### config.mk
export PLATFORM = sky130hd
export DESIGN_NAME = spectrum_band_peak_meter_core_flat
export DESIGN_NICKNAME = d
export VERILOG_FILES = /design/src/spbm_pkg.sv /design/src/spbm_bin_if.sv /design/src/spbm_band_if.sv /design/src/spectrum_band_peak_meter_core.sv /design/src/spbm_front.sv /design/src/spbm_cell.sv /design/src/flat_wrapper.sv
export SDC_FILE = /design/constraint.sdc
export NUM_CORES = 1
export LEC_CHECK = 0
export ABC_AREA = 1
export BUFFER_PORTS_ARGS = -buffer_cell sky130_fd_sc_hd__clkbuf_2
export CAP_MARGIN = 20
export CORE_UTILIZATION = 60
export CTS_CLUSTER_DIAMETER = 200
export DETAILED_ROUTE_END_ITERATION = 10
export PLACE_DENSITY = 0.76
export SLEW_MARGIN = 0
export SYNTH_ARGS = -nofsm -noshare
export SYNTH_HDL_FRONTEND = slang
export SYNTH_SLANG_ARGS = --single-unit
### constraint.sdc
create_clock -name clk_i -period 5.25 [get_ports clk_i]
set_input_delay 0.525 -clock clk_i [delete_from_list [all_inputs] [get_ports clk_i]]
set_output_delay 0.525 -clock clk_i [all_outputs]
set_load 0.02 [all_outputs]
### src/spbm_pkg.sv
// ----------------------------------------------------------------------------
// Spectrum band peak meter package
// Shared widths, constants and types for the band peak meter.
// ----------------------------------------------------------------------------
package spbm_pkg;

  // Field widths of the bin and band channels.
  localparam int unsigned IDX_W   = 8;
  localparam int unsigned MAG_W   = 24;
  localparam int unsigned NUM_W   = 4;
  localparam int unsigned INT_W   = 5;

  // Peak level, floor(magnitude / 200) clamped to 200.
  localparam int unsigned LEVEL_W = 8;
  localparam logic [LEVEL_W-1:0] LEVEL_MAX = 8'd200;

  // Magnitudes at or above this value always give the clamped level.
  localparam logic [MAG_W-1:0] LEVEL_SAT_MAG = 24'd40200;

  // floor(m / 200) = floor(floor(m / 8) * 5243 / 2^17) for m below 40200.
  localparam int unsigned LVL_X_W   = 13;
  localparam int unsigned LVL_P_W   = 26;
  localparam logic [LVL_X_W-1:0] LEVEL_RECIP = 13'd5243;
  localparam int unsigned LEVEL_SHIFT = 17;

  // floor(y / 199) = floor(y * 5270 / 2^20) for y up to 199 * 16.
  localparam int unsigned INT_RECIP = 5270;
  localparam int unsigned INT_SHIFT = 20;

  // Threshold after reset, and the lowest bin that counts.
  localparam logic [MAG_W-1:0] THRESH_RESET = 24'd2000;
  localparam logic [IDX_W-1:0] FIRST_BIN    = 8'd2;

  // Bands that receive bins, and their upper index edges.
  localparam int unsigned FIX_BANDS = 8;
  localparam int unsigned BAND_W    = 3;
  localparam int unsigned NUM_EDGES = 7;
  localparam logic [IDX_W-1:0] BAND_EDGES [NUM_EDGES] = '{
    8'd2, 8'd5, 8'd7, 8'd15, 8'd30, 8'd53, 8'd106
  };

  // Update broadcast from the front stage to the row of band cells.
  typedef struct packed {
    logic               valid;
    logic               eof;
    logic [BAND_W-1:0]  band;
    logic [LEVEL_W-1:0] level;
  } bin_upd_t;

endpackage

### src/spbm_bin_if.sv
// ----------------------------------------------------------------------------
// Bin channel
// Valid/ready channel that carries one spectrum bin per transaction.
// ----------------------------------------------------------------------------
interface spbm_bin_if
  import spbm_pkg::*;
();
  logic             valid;
  logic             ready;
  logic [IDX_W-1:0] bin_index;
  logic [MAG_W-1:0] magnitude;
  logic             end_of_frame;

  modport source (output valid, bin_index, magnitude, end_of_frame, input ready);
  modport sink   (input valid, bin_index, magnitude, end_of_frame, output ready);
endinterface

### src/spbm_band_if.sv
// ----------------------------------------------------------------------------
// Band channel
// Valid/ready channel that carries one band intensity per transaction.
// ----------------------------------------------------------------------------
interface spbm_band_if
  import spbm_pkg::*;
();
  logic             valid;
  logic             ready;
  logic [NUM_W-1:0] band_number;
  logic [INT_W-1:0] intensity;
  logic             last_band;

  modport source (output valid, band_number, intensity, last_band, input ready);
  modport sink   (input valid, band_number, intensity, last_band, output ready);
endinterface

### src/spectrum_band_peak_meter_core.sv
// ----------------------------------------------------------------------------
// Spectrum band peak meter
// Tracks per-band peak levels of a magnitude spectrum and reads them out
// as bar intensities at the end of each frame.
// ----------------------------------------------------------------------------
// Usage: bins enter on bin_i, one transaction per bin, and band results leave
// on band_o. The noise threshold is written through cfg_we_i / cfg_wdata_i.
// A bin is accepted every cycle while no frame end is pending or reading out.
// Each bin is registered in the front stage and updates its band cell in the
// next cycle. The bin marked end of frame starts the readout: the row of band
// cells shifts toward the head one band per cycle while band_o is not stalled,
// the head peak is turned into an intensity with one reciprocal multiply and
// loaded into the output register. The end-of-frame bin passes the front
// stage register and then sets the readout state, after which each readout
// step loads one band into the output register, BANDS bands in all.
// bin_i.ready is low from the end-of-frame transaction until the last band
// has entered the output register. A stall on band_o holds the output
// register and pauses the shift. The shift fills the row with zeros, which
// clears the peaks for the next frame. Reset clears all peaks, empties the
// output register and sets the threshold to 2000.
// ----------------------------------------------------------------------------
module spectrum_band_peak_meter_core
  import spbm_pkg::*;
#(
  parameter int unsigned BANDS  = 8,
  parameter int unsigned LEVELS = 8
) (
  input  logic             clk_i,
  input  logic             rst_ni,
  spbm_bin_if.sink         bin_i,
  spbm_band_if.source      band_o,
  input  logic             cfg_we_i,
  input  logic [MAG_W-1:0] cfg_wdata_i
);

  localparam int unsigned CNT_W  = $clog2(BANDS);
  localparam int unsigned IMUL_W = 17;
  localparam int unsigned IPRD_W = LEVEL_W + IMUL_W;
  localparam logic [IMUL_W-1:0] IntMul = IMUL_W'(LEVELS * INT_RECIP);

  logic [MAG_W-1:0]   thresh_q;
  logic               accept;
  bin_upd_t           upd;
  logic               drain_q;
  logic               drain_d;
  logic [CNT_W-1:0]   cnt_q;
  logic [CNT_W-1:0]   cnt_d;
  logic               step;
  logic               last;
  logic [LEVEL_W-1:0] peaks [BANDS];
  logic [LEVEL_W-1:0] nexts [BANDS];
  logic [LEVEL_W-1:0] peak_m1;
  logic [IPRD_W-1:0]  int_prod;
  logic [INT_W-1:0]   inten;
  logic               out_valid_q;
  logic               out_valid_d;
  logic [NUM_W-1:0]   out_num_q;
  logic [INT_W-1:0]   out_int_q;
  logic               out_last_q;

  // Threshold register.
  always_ff @(posedge clk_i or negedge rst_ni) begin
    if (!rst_ni) begin
      thresh_q <= THRESH_RESET;
    end else if (cfg_we_i) begin
      thresh_q <= cfg_wdata_i;
    end
  end

  // Bins are held off while a frame end waits in the front stage or reads out.
  assign bin_i.ready = !drain_q && !(upd.eof);
  assign accept      = bin_i.valid && bin_i.ready;

  spbm_front u_front (
    .clk_i          (clk_i),
    .rst_ni         (rst_ni),
    .accept_i       (accept),
    .bin_index_i    (bin_i.bin_index),
    .magnitude_i    (bin_i.magnitude),
    .end_of_frame_i (bin_i.end_of_frame),
    .threshold_i    (thresh_q),
    .upd_o          (upd)
  );

  // Readout steps whenever the output register is free or being emptied.
  assign step = drain_q && (!out_valid_q || band_o.ready);
  assign last = (cnt_q == CNT_W'(BANDS - 1));

  always_comb begin
    drain_d = drain_q;
    cnt_d   = cnt_q;
    if (upd.eof) begin
      drain_d = 1'b1;
    end else if (step) begin
      if (last) begin
        drain_d = 1'b0;
        cnt_d   = '0;
      end else begin
        cnt_d = cnt_q + 1'b1;
      end
    end
  end

  always_ff @(posedge clk_i or negedge rst_ni) begin
    if (!rst_ni) begin
      drain_q <= 1'b0;
      cnt_q   <= '0;
    end else begin
      drain_q <= drain_d;
      cnt_q   <= cnt_d;
    end
  end

  // Row of band cells; the tail takes zeros during readout.
  for (genvar i = 0; i < BANDS; i++) begin : g_cell
    if (i == BANDS - 1) begin : g_tail
      assign nexts[i] = '0;
    end else begin : g_link
      assign nexts[i] = peaks[i+1];
    end

    spbm_cell #(
      .CELL_ID (i)
    ) u_cell (
      .clk_i       (clk_i),
      .rst_ni      (rst_ni),
      .upd_i       (upd),
      .shift_i     (step),
      .peak_next_i (nexts[i]),
      .peak_o      (peaks[i])
    );
  end

  // Intensity of the head peak: (peak - 1) * LEVELS / 199, zero for no peak.
  assign peak_m1  = peaks[0] - 1'b1;
  assign int_prod = IPRD_W'(peak_m1) * IPRD_W'(IntMul);
  assign inten    = (peaks[0] == '0) ? '0 : int_prod[INT_SHIFT +: INT_W];

  // Output register control.
  always_comb begin
    out_valid_d = out_valid_q;
    if (step) begin
      out_valid_d = 1'b1;
    end else if (band_o.ready) begin
      out_valid_d = 1'b0;
    end
  end

  always_ff @(posedge clk_i or negedge rst_ni) begin
    if (!rst_ni) begin
      out_valid_q <= 1'b0;
    end else begin
      out_valid_q <= out_valid_d;
    end
  end

  // Output register payload.
  always_ff @(posedge clk_i) begin
    if (step) begin
      out_num_q  <= NUM_W'(cnt_q);
      out_int_q  <= inten;
      out_last_q <= last;
    end
  end

  assign band_o.valid       = out_valid_q;
  assign band_o.band_number = out_num_q;
  assign band_o.intensity   = out_int_q;
  assign band_o.last_band   = out_last_q;

endmodule

### src/spbm_front.sv
// ----------------------------------------------------------------------------
// Band peak meter front stage
// Qualifies a bin, finds its band and level, and registers the update.
// ----------------------------------------------------------------------------
module spbm_front
  import spbm_pkg::*;
(
  input  logic             clk_i,
  input  logic             rst_ni,
  input  logic             accept_i,
  input  logic [IDX_W-1:0] bin_index_i,
  input  logic [MAG_W-1:0] magnitude_i,
  input  logic             end_of_frame_i,
  input  logic [MAG_W-1:0] threshold_i,
  output bin_upd_t         upd_o
);

  logic               use_bin;
  logic [BAND_W-1:0]  band;
  logic [LVL_X_W-1:0] lvl_x;
  logic [LVL_P_W-1:0] lvl_prod;
  logic [LEVEL_W-1:0] level;
  bin_upd_t           upd_q;

  // A bin counts only above the lowest bins and strictly above the threshold.
  assign use_bin = (bin_index_i >= FIRST_BIN) && (magnitude_i > threshold_i);

  // The edges are sorted, so the band is the number of edges the index exceeds.
  always_comb begin
    band = '0;
    for (int k = 0; k < NUM_EDGES; k++) begin
      if (bin_index_i > BAND_EDGES[k]) begin
        band = band + 1'b1;
      end
    end
  end

  // Level by reciprocal multiply on magnitude / 8; large magnitudes clamp.
  assign lvl_x    = magnitude_i[3 +: LVL_X_W];
  assign lvl_prod = LVL_P_W'(lvl_x) * LVL_P_W'(LEVEL_RECIP);

  always_comb begin
    if (magnitude_i >= LEVEL_SAT_MAG) begin
      level = LEVEL_MAX;
    end else begin
      level = lvl_prod[LEVEL_SHIFT +: LEVEL_W];
    end
  end

  // Update stage; the payload loads only on an accepted bin.
  always_ff @(posedge clk_i or negedge rst_ni) begin
    if (!rst_ni) begin
      upd_q <= '0;
    end else begin
      upd_q.valid <= accept_i && use_bin;
      upd_q.eof   <= accept_i && end_of_frame_i;
      if (accept_i) begin
        upd_q.band  <= band;
        upd_q.level <= level;
      end
    end
  end

  assign upd_o = upd_q;

endmodule

### src/spbm_cell.sv
// ----------------------------------------------------------------------------
// Band peak cell
// Holds the peak level of one band; shifts toward the head during readout.
// ----------------------------------------------------------------------------
module spbm_cell
  import spbm_pkg::*;
#(
  parameter int unsigned CELL_ID = 0
) (
  input  logic               clk_i,
  input  logic               rst_ni,
  input  bin_upd_t           upd_i,
  input  logic               shift_i,
  input  logic [LEVEL_W-1:0] peak_next_i,
  output logic [LEVEL_W-1:0] peak_o
);

  logic [LEVEL_W-1:0] peak_q;
  logic [LEVEL_W-1:0] peak_d;
  logic               hit;

  // Only the bands with index edges can ever be hit by a bin.
  assign hit = (CELL_ID < FIX_BANDS) && upd_i.valid &&
               (upd_i.band == BAND_W'(CELL_ID)) && (upd_i.level > peak_q);

  // Readout takes the neighbor's peak; otherwise keep the running maximum.
  always_comb begin
    if (shift_i) begin
      peak_d = peak_next_i;
    end else if (hit) begin
      peak_d = upd_i.level;
    end else begin
      peak_d = peak_q;
    end
  end

  always_ff @(posedge clk_i or negedge rst_ni) begin
    if (!rst_ni) begin
      peak_q <= '0;
    end else begin
      peak_q <= peak_d;
    end
  end

  assign peak_o = peak_q;

endmodule
### src/flat_wrapper.sv
// flat-port wrapper written by rule: the top's interface ports become plain ports
module spectrum_band_peak_meter_core_flat import spbm_pkg::*;
#(
  parameter int unsigned BANDS  = 8,
  parameter int unsigned LEVELS = 8
)
  (clk_i, rst_ni, cfg_we_i, cfg_wdata_i, bin_i_valid, bin_i_bin_index, bin_i_magnitude, bin_i_end_of_frame, bin_i_ready, band_o_valid, band_o_band_number, band_o_intensity, band_o_last_band, band_o_ready);
  spbm_bin_if bin_i_i ();
  spbm_band_if band_o_i ();
  input  logic clk_i;
  input  logic rst_ni;
  input  logic cfg_we_i;
  input  logic [MAG_W-1:0] cfg_wdata_i;
  input wire logic [$bits(bin_i_i.valid)-1:0] bin_i_valid;
  input wire logic [$bits(bin_i_i.bin_index)-1:0] bin_i_bin_index;
  input wire logic [$bits(bin_i_i.magnitude)-1:0] bin_i_magnitude;
  input wire logic [$bits(bin_i_i.end_of_frame)-1:0] bin_i_end_of_frame;
  output wire logic [$bits(bin_i_i.ready)-1:0] bin_i_ready;
  output wire logic [$bits(band_o_i.valid)-1:0] band_o_valid;
  output wire logic [$bits(band_o_i.band_number)-1:0] band_o_band_number;
  output wire logic [$bits(band_o_i.intensity)-1:0] band_o_intensity;
  output wire logic [$bits(band_o_i.last_band)-1:0] band_o_last_band;
  input wire logic [$bits(band_o_i.ready)-1:0] band_o_ready;
  assign bin_i_i.valid = bin_i_valid;
  assign bin_i_i.bin_index = bin_i_bin_index;
  assign bin_i_i.magnitude = bin_i_magnitude;
  assign bin_i_i.end_of_frame = bin_i_end_of_frame;
  assign bin_i_ready = bin_i_i.ready;
  assign band_o_valid = band_o_i.valid;
  assign band_o_band_number = band_o_i.band_number;
  assign band_o_intensity = band_o_i.intensity;
  assign band_o_last_band = band_o_i.last_band;
  assign band_o_i.ready = band_o_ready;
  spectrum_band_peak_meter_core #(.BANDS(BANDS), .LEVELS(LEVELS)) u_core (.clk_i(clk_i), .rst_ni(rst_ni), .bin_i(bin_i_i), .band_o(band_o_i), .cfg_we_i(cfg_we_i), .cfg_wdata_i(cfg_wdata_i));
endmodule
Yosys cells after proc, flatten, opt, wreduce, memory -nomap -nowiden
Cells that the tools add are included.
- flip-flop bits (word level): 115
- bits of input ports: 62
- add/subtract/negate cells: 8
- multipliers: 2
- magnitude comparators: 18
- equal/unequal tests: 8
- multiplexer cells: 30
- bitwise operators: 1
- reduce and logical (&&, ||, !) cells: 41
- operators with widths (kind ; count):
    8-bit two-way mux ; 17
    8-bit > comparator ; 8
    13-bit by 13-bit multiplier with 25-bit output, second input constant ; 1
    24-bit by 16-bit greater-or-equal comparator with 1-bit output, second input constant ; 1
    24-bit > comparator ; 1
    1-bit logical AND ; 22
    2-bit nonzero test ; 11
    3-bit by 1-bit adder with 3-bit output, second input constant ; 7
    3-bit two-way mux ; 7
    8-bit by 12-bit multiplier with 20-bit output, second input constant ; 1
    8-bit by 3-bit > comparator with 1-bit output, second input constant ; 2
    3-bit == test, second input constant ; 5
    8-bit by 2-bit greater-or-equal comparator with 1-bit output, second input constant ; 1
    8-bit by 2-bit > comparator with 1-bit output, second input constant ; 1
    8-bit by 4-bit > comparator with 1-bit output, second input constant ; 1
    8-bit by 5-bit > comparator with 1-bit output, second input constant ; 1
    8-bit by 6-bit > comparator with 1-bit output, second input constant ; 1
    8-bit by 7-bit > comparator with 1-bit output, second input constant ; 1
    8-bit logical NOT ; 1
    8-bit by 1-bit subtractor with 8-bit output, second input constant ; 1
    3-bit by 2-bit == test with 1-bit output, second input constant ; 2
    1-bit two-way mux ; 6
    2-bit AND reduction ; 2
    3-bit by 1-bit == test with 1-bit output, second input constant ; 1
    other kinds (4) ; 6

Longest topological paths before layout
- depth in word-level cells: 14
- gate-level depth with buffers: 26
- gate-level depth less buffers: 26

Hierarchy
From an unflattened synthesis, not the netlist that was laid out.
- cells, all modules: 1840
- area total of the unflattened synthesis: 13890.8 um^2
- by module, submodules not included (module ; instances ; cells an instance ; area each (um^2) ; sequential area each (um^2)):
    spbm_front ; 1 ; 702 ; 5291.3 ; 325.3
    spectrum_band_peak_meter_core ; 1 ; 337 ; 3153.0 ; 973.4
    spbm_cell (u_core.g_cell[3].u_cell ...) ; 3 ; 100 ; 680.7 ; 200.2
    spbm_cell (u_core.g_cell[1].u_cell ...) ; 2 ; 101 ; 684.4 ; 200.2
    spbm_cell (u_core.g_cell[0].u_cell ...) ; 2 ; 100 ; 679.4 ; 200.2
    spbm_cell (u_core.g_cell[7].u_cell) ; 1 ; 99 ; 676.9 ; 200.2

Worst setup path before layout
No wires, ideal clock.
- kind: reg-to-reg
- start: register u_core.g_cell[0].u_cell.peak_q[0]
- end: register u_core.out_int_q[2], in the netlist u_core.band_o.intensity[2] (data pin)
- library setup time: 0.255 ns
- arrival time: 4.196 ns
- data required time: 4.995 ns
- path slack: 0.799 ns
- cell stages (with the launch flop): 20
- buffers on the path: 0
- period minus slack after synthesis: 4.451 ns
- cell sequence: dfrtp_1 -> inv_1 -> ha_1 -> nand3_1 -> nor2_1 -> xor2_1 -> ha_1 -> inv_1 -> fa_1 -> fa_1 -> inv_1 -> fa_1 -> ha_1 -> a21oi_1 -> a21boi_0 -> o21ai_0 -> nand2_1 -> nand3_1 -> nand2_1 -> nor2_1
- longest elaborated chain between the ends: 2
- RTL lines (item ; RTL line ; RTL):
    from (decl) ; spbm_cell.sv:18 ; logic [LEVEL_W-1:0] peak_q;
    from (signal assigned) ; spbm_cell.sv:41 ; peak_q <= peak_d;
    8-bit by 1-bit subtractor with 8-bit output ; spectrum_band_peak_meter_core.sv:135 ; assign peak_m1 = peaks[0] - 1'b1;
    8-bit by 12-bit multiplier with 20-bit output ; spectrum_band_peak_meter_core.sv:136 ; assign int_prod = IPRD_W'(peak_m1) * IPRD_W'(IntMul);
    to (signal assigned) ; spectrum_band_peak_meter_core.sv:161 ; out_int_q <= inten;
    to (decl) ; spectrum_band_peak_meter_core.sv:58 ; logic [INT_W-1:0] out_int_q;
Several ways; a longest one is shown, not always the timed one.
A chain may end at the register's enable or synchronous reset.

Final worst setup path
Same ends and word-level chain as after synthesis.

==> impl_metrics.csv <==
group,metric,value,unit
synthesis,yosysMostFrequentCell,"nand2_1",
hold_path,hold_class,"in2async",
sta,rsz0062_at_grt,"no",
setup_path,cp_cell_sequence,"inv_1, ha_1, nand3_1, nor2_1, xor2_1, buf_4, ha_1, inv_1, fa_1, fa_1, inv_1, fa_1, ha_1, a21oi_1, a21boi_0, o21ai_0, nand2_1, nand3_1, nand2_1, nor2_1",
setup_path,crit_arrival,4.75,ns
route,ant_nets,0,
synthesis,synthArstFlopShare,93.0,%
final_layout,fillers,1738,
route,drt_iter0_drc,526,
die,die_h,147,microns
synthesis,synth_warnings,0,
clocking,cts_sinks,114,
die,io_pins,74,
run_status,outcome,"finished, final reports clean",
sta,slew_headroom,34.9,%
synthesis,ys_types,47,
synthesis,synth_top_area_cell,"ha_1",
sta,tightestPinTransition,0.977,ns
clocking,cts_tree,"yes",
synthesis,ys_ff_latch,114,
clocking,clk_pin_slew,0.06,ns
setup_path,critical-path-max-stage-delay,0.52,ns
synthesis,netlist_area,12600,sq um
die,rows,52,
clocking,root_buffer,"clkbuf_16",
run,cap_violations,0,
setup_path,critPathKind,"reg2reg",
sta,period_needed,4.58,ns
sta,clock.fmax,0.218,GHz
synthesis,ys_seq_area_share,23.0,%
sta,maxSlewViolCount,0,
die,dieArea,21600,sq um
synthesis,synth_cells,1608,
global_routing,grt_max_degree,110,
final_layout,num-nets-final,2058,
route,wl,30500,microns
global_routing,antenna_found_initial,0,
setup_path,start_kind,"flip-flop",
global_routing,grt_pass1_vias,10800,
clocking,clock_latency,0.43,ns
synthesis,syn_avg_cell_area,7.84,sq um
die,coreArea,20400,sq um
die,fp.dieW,147,microns
sta,clock_skew,0.0266,ns
placement,io_buffers,71,
final_layout,num_antenna_cells,0,
route,dr.pass1.iters,5,
setup_path,crit_slowest_cell,"fa_1",
clocking,postCtsSetupBuffers,0,
clocking,ctsResizeCount,0,
synthesis,yosys-top-cells-area,"ha_1, dfrtp_1, fa_1",
clocking,cts_buffers,17,
global_routing,grt_pass1_wl,50600,microns
synthesis,synth_edf_count,8,
setup_path,cp_num_cells,20,
route,post_drt_wl_per_cell,15.5,microns
setup_path,path_buf_inv,4,
die,start_util,61.7,%
synthesis,synth.top_cell.area_share,24.7,%
setup_path,crit_required,5.42,ns
setup_path,crit_fanout,6,
placement,dpl.hpwl,23400,microns
route,via_per_inst,5.52,
sta,hold_viol_final,0,
synthesis,synth_commonest_cells,"nand2_1, inv_1, ha_1, o21ai_0, nand3_1",
setup_path,ff2ff_path_depth,20,
global_routing,grt_overflow_total,0,
global_routing,grt_usage,29.5,%
clocking,ctsHoldBuffers,0,
clocking,clk_path_buf_depth,2,
synthesis,synth_ff_type,"dfrtp_1",
setup_path,critPathTopFamily,"adder cells",
clocking,htreeDepth,4,
final_layout,areaGrowthSynthToFinish,9.82,%
route,drc,0,
sta,period_share,87.3,%
placement,place.gp.congestion,0.912,
setup_path,setup.worst_path.end_class,"flip-flop",
route,vias,10800,
sta,finalSetupViolCount,0,
final_layout,drive_gt1_share,8.16,%
sta,tns,0,ns
area by class of cell:
class                      count  area [sq um]  share of cell area, %
sequential                   114          2900                   21.0
clock buffer                  21           462                   3.34
multi-input combinational   1156          8410                   60.8
inverter                     315          1180                   8.55
timing repair buffer          75           388                   2.80
clock inverter                11           158                   1.14
tap                          270           338                   2.44
sequential cells by signal, summed over array words and instances, names as in the netlist:
name / count
u_core.band_o.band_number: 3
u_core.band_o.intensity: 4
u_core.drain_q: 1
u_core.g_cell.u_cell.peak_o: 64
u_core.band_o.valid: 1
u_core.thresh_q: 24
u_core.band_o.last_band: 1
u_core.cnt_q: 3
u_core.u_front.upd_o: 13
cells in the final DEF (no fill, tap or decap), types with 3 or more instances in the layout:
| master | count |
|---|---|
| nor2_2 | 3 |
| nand2_1 | 341 |
| nand2_2 | 12 |
| a21o_1 | 6 |
| nand3_1 | 106 |
| nand4_1 | 13 |
| o21ai_0 | 124 |
| o21bai_1 | 4 |
| nor4_1 | 5 |
| nor2_1 | 62 |
| edfxtp_1 | 8 |
| a31oi_1 | 3 |
| inv_1 | 309 |
| fa_1 | 68 |
| dfrtp_1 | 100 |
| xnor2_1 | 3 |
| clkinv_1 | 4 |
| a221oi_1 | 6 |
| nand3b_1 | 7 |
| ha_1 | 249 |
| dfstp_2 | 6 |
| buf_4 | 5 |
| nor3_1 | 23 |
| xor2_1 | 5 |
| o21ai_1 | 11 |
| bufinv_16 | 4 |
| clkbuf_1 | 3 |
| a21oi_1 | 76 |
| clkbuf_2 | 70 |
| clkinv_2 | 3 |
| clkbuf_16 | 18 |
| inv_2 | 4 |
| a21boi_0 | 5 |
per-stage QoR:
stage	utilization, %	hold WS [ns]	area, sq um	std cells	setup WS (ns)
finish	67.7	0.0985	13800	1962	0.668
global route	67.7	0.131	13800	1962	0.292
CTS	67.7	0.104	13800	1962	0.642
detailed placement	64.7	0.478	13200	1930	0.570
global placement	64.7	0.470	13200	1930	0.646
floorplan	-	0.229	12600	1609	0.799
layer usage:
layer | share of wire (%) | track usage, % | up-vias
li1 | - | - | 5369
met1 | 43 | 37.1 | 5080
met2 | 48 | 50.4 | 303
met3 | 5.4 | 5.00 | 70
met4 | 3.2 | 11.9 | 0
met5 | 0 | 0 | -
worst paths after layout:
| check | end | slack (ns) | startpoint |
|---|---|---|---|
| min reg2reg | u_core.thresh_q[7] | 0.49 | u_core.thresh_q[7] |
| min | u_core.g_cell[0].u_cell.peak_o[5] | 0.1 | rst_ni |
| min in group clk_i | u_core.thresh_q[6] | 0.29 | cfg_wdata_i[6] |
| max in group asynchronous | u_core.g_cell[6].u_cell.peak_o[0] | 3.87 | rst_ni |
| max reg2reg | u_core.band_o.intensity[2] | 0.67 | u_core.g_cell[0].u_cell.peak_o[0] |
| max | u_core.band_o.intensity[2] | 0.67 | u_core.g_cell[0].u_cell.peak_o[0] |
kinds of logic (layout without fill, tap and decap cells):
family | Yosys count | in the layout | share of synthesized area (%)
AO/OA/AOI/OAI | 246 | 246 | 10.6
XOR/XNOR | 8 | 8 | 0.556
adder cells (fa/ha/maj) | 317 | 317 | 35.5
buffers and inverters | 339 | 422 | 10.3
flip-flops | 114 | 114 | 23.0
multiplexers | 1 | 1 | 0.0894
other | 1 | 2 | 0.0298
AND/OR/NAND/NOR | 582 | 582 | 19.9
Power is left out: the tool's default activity adds up to more than one toggle a clock period on the data nets, which glitch-free logic cannot reach.
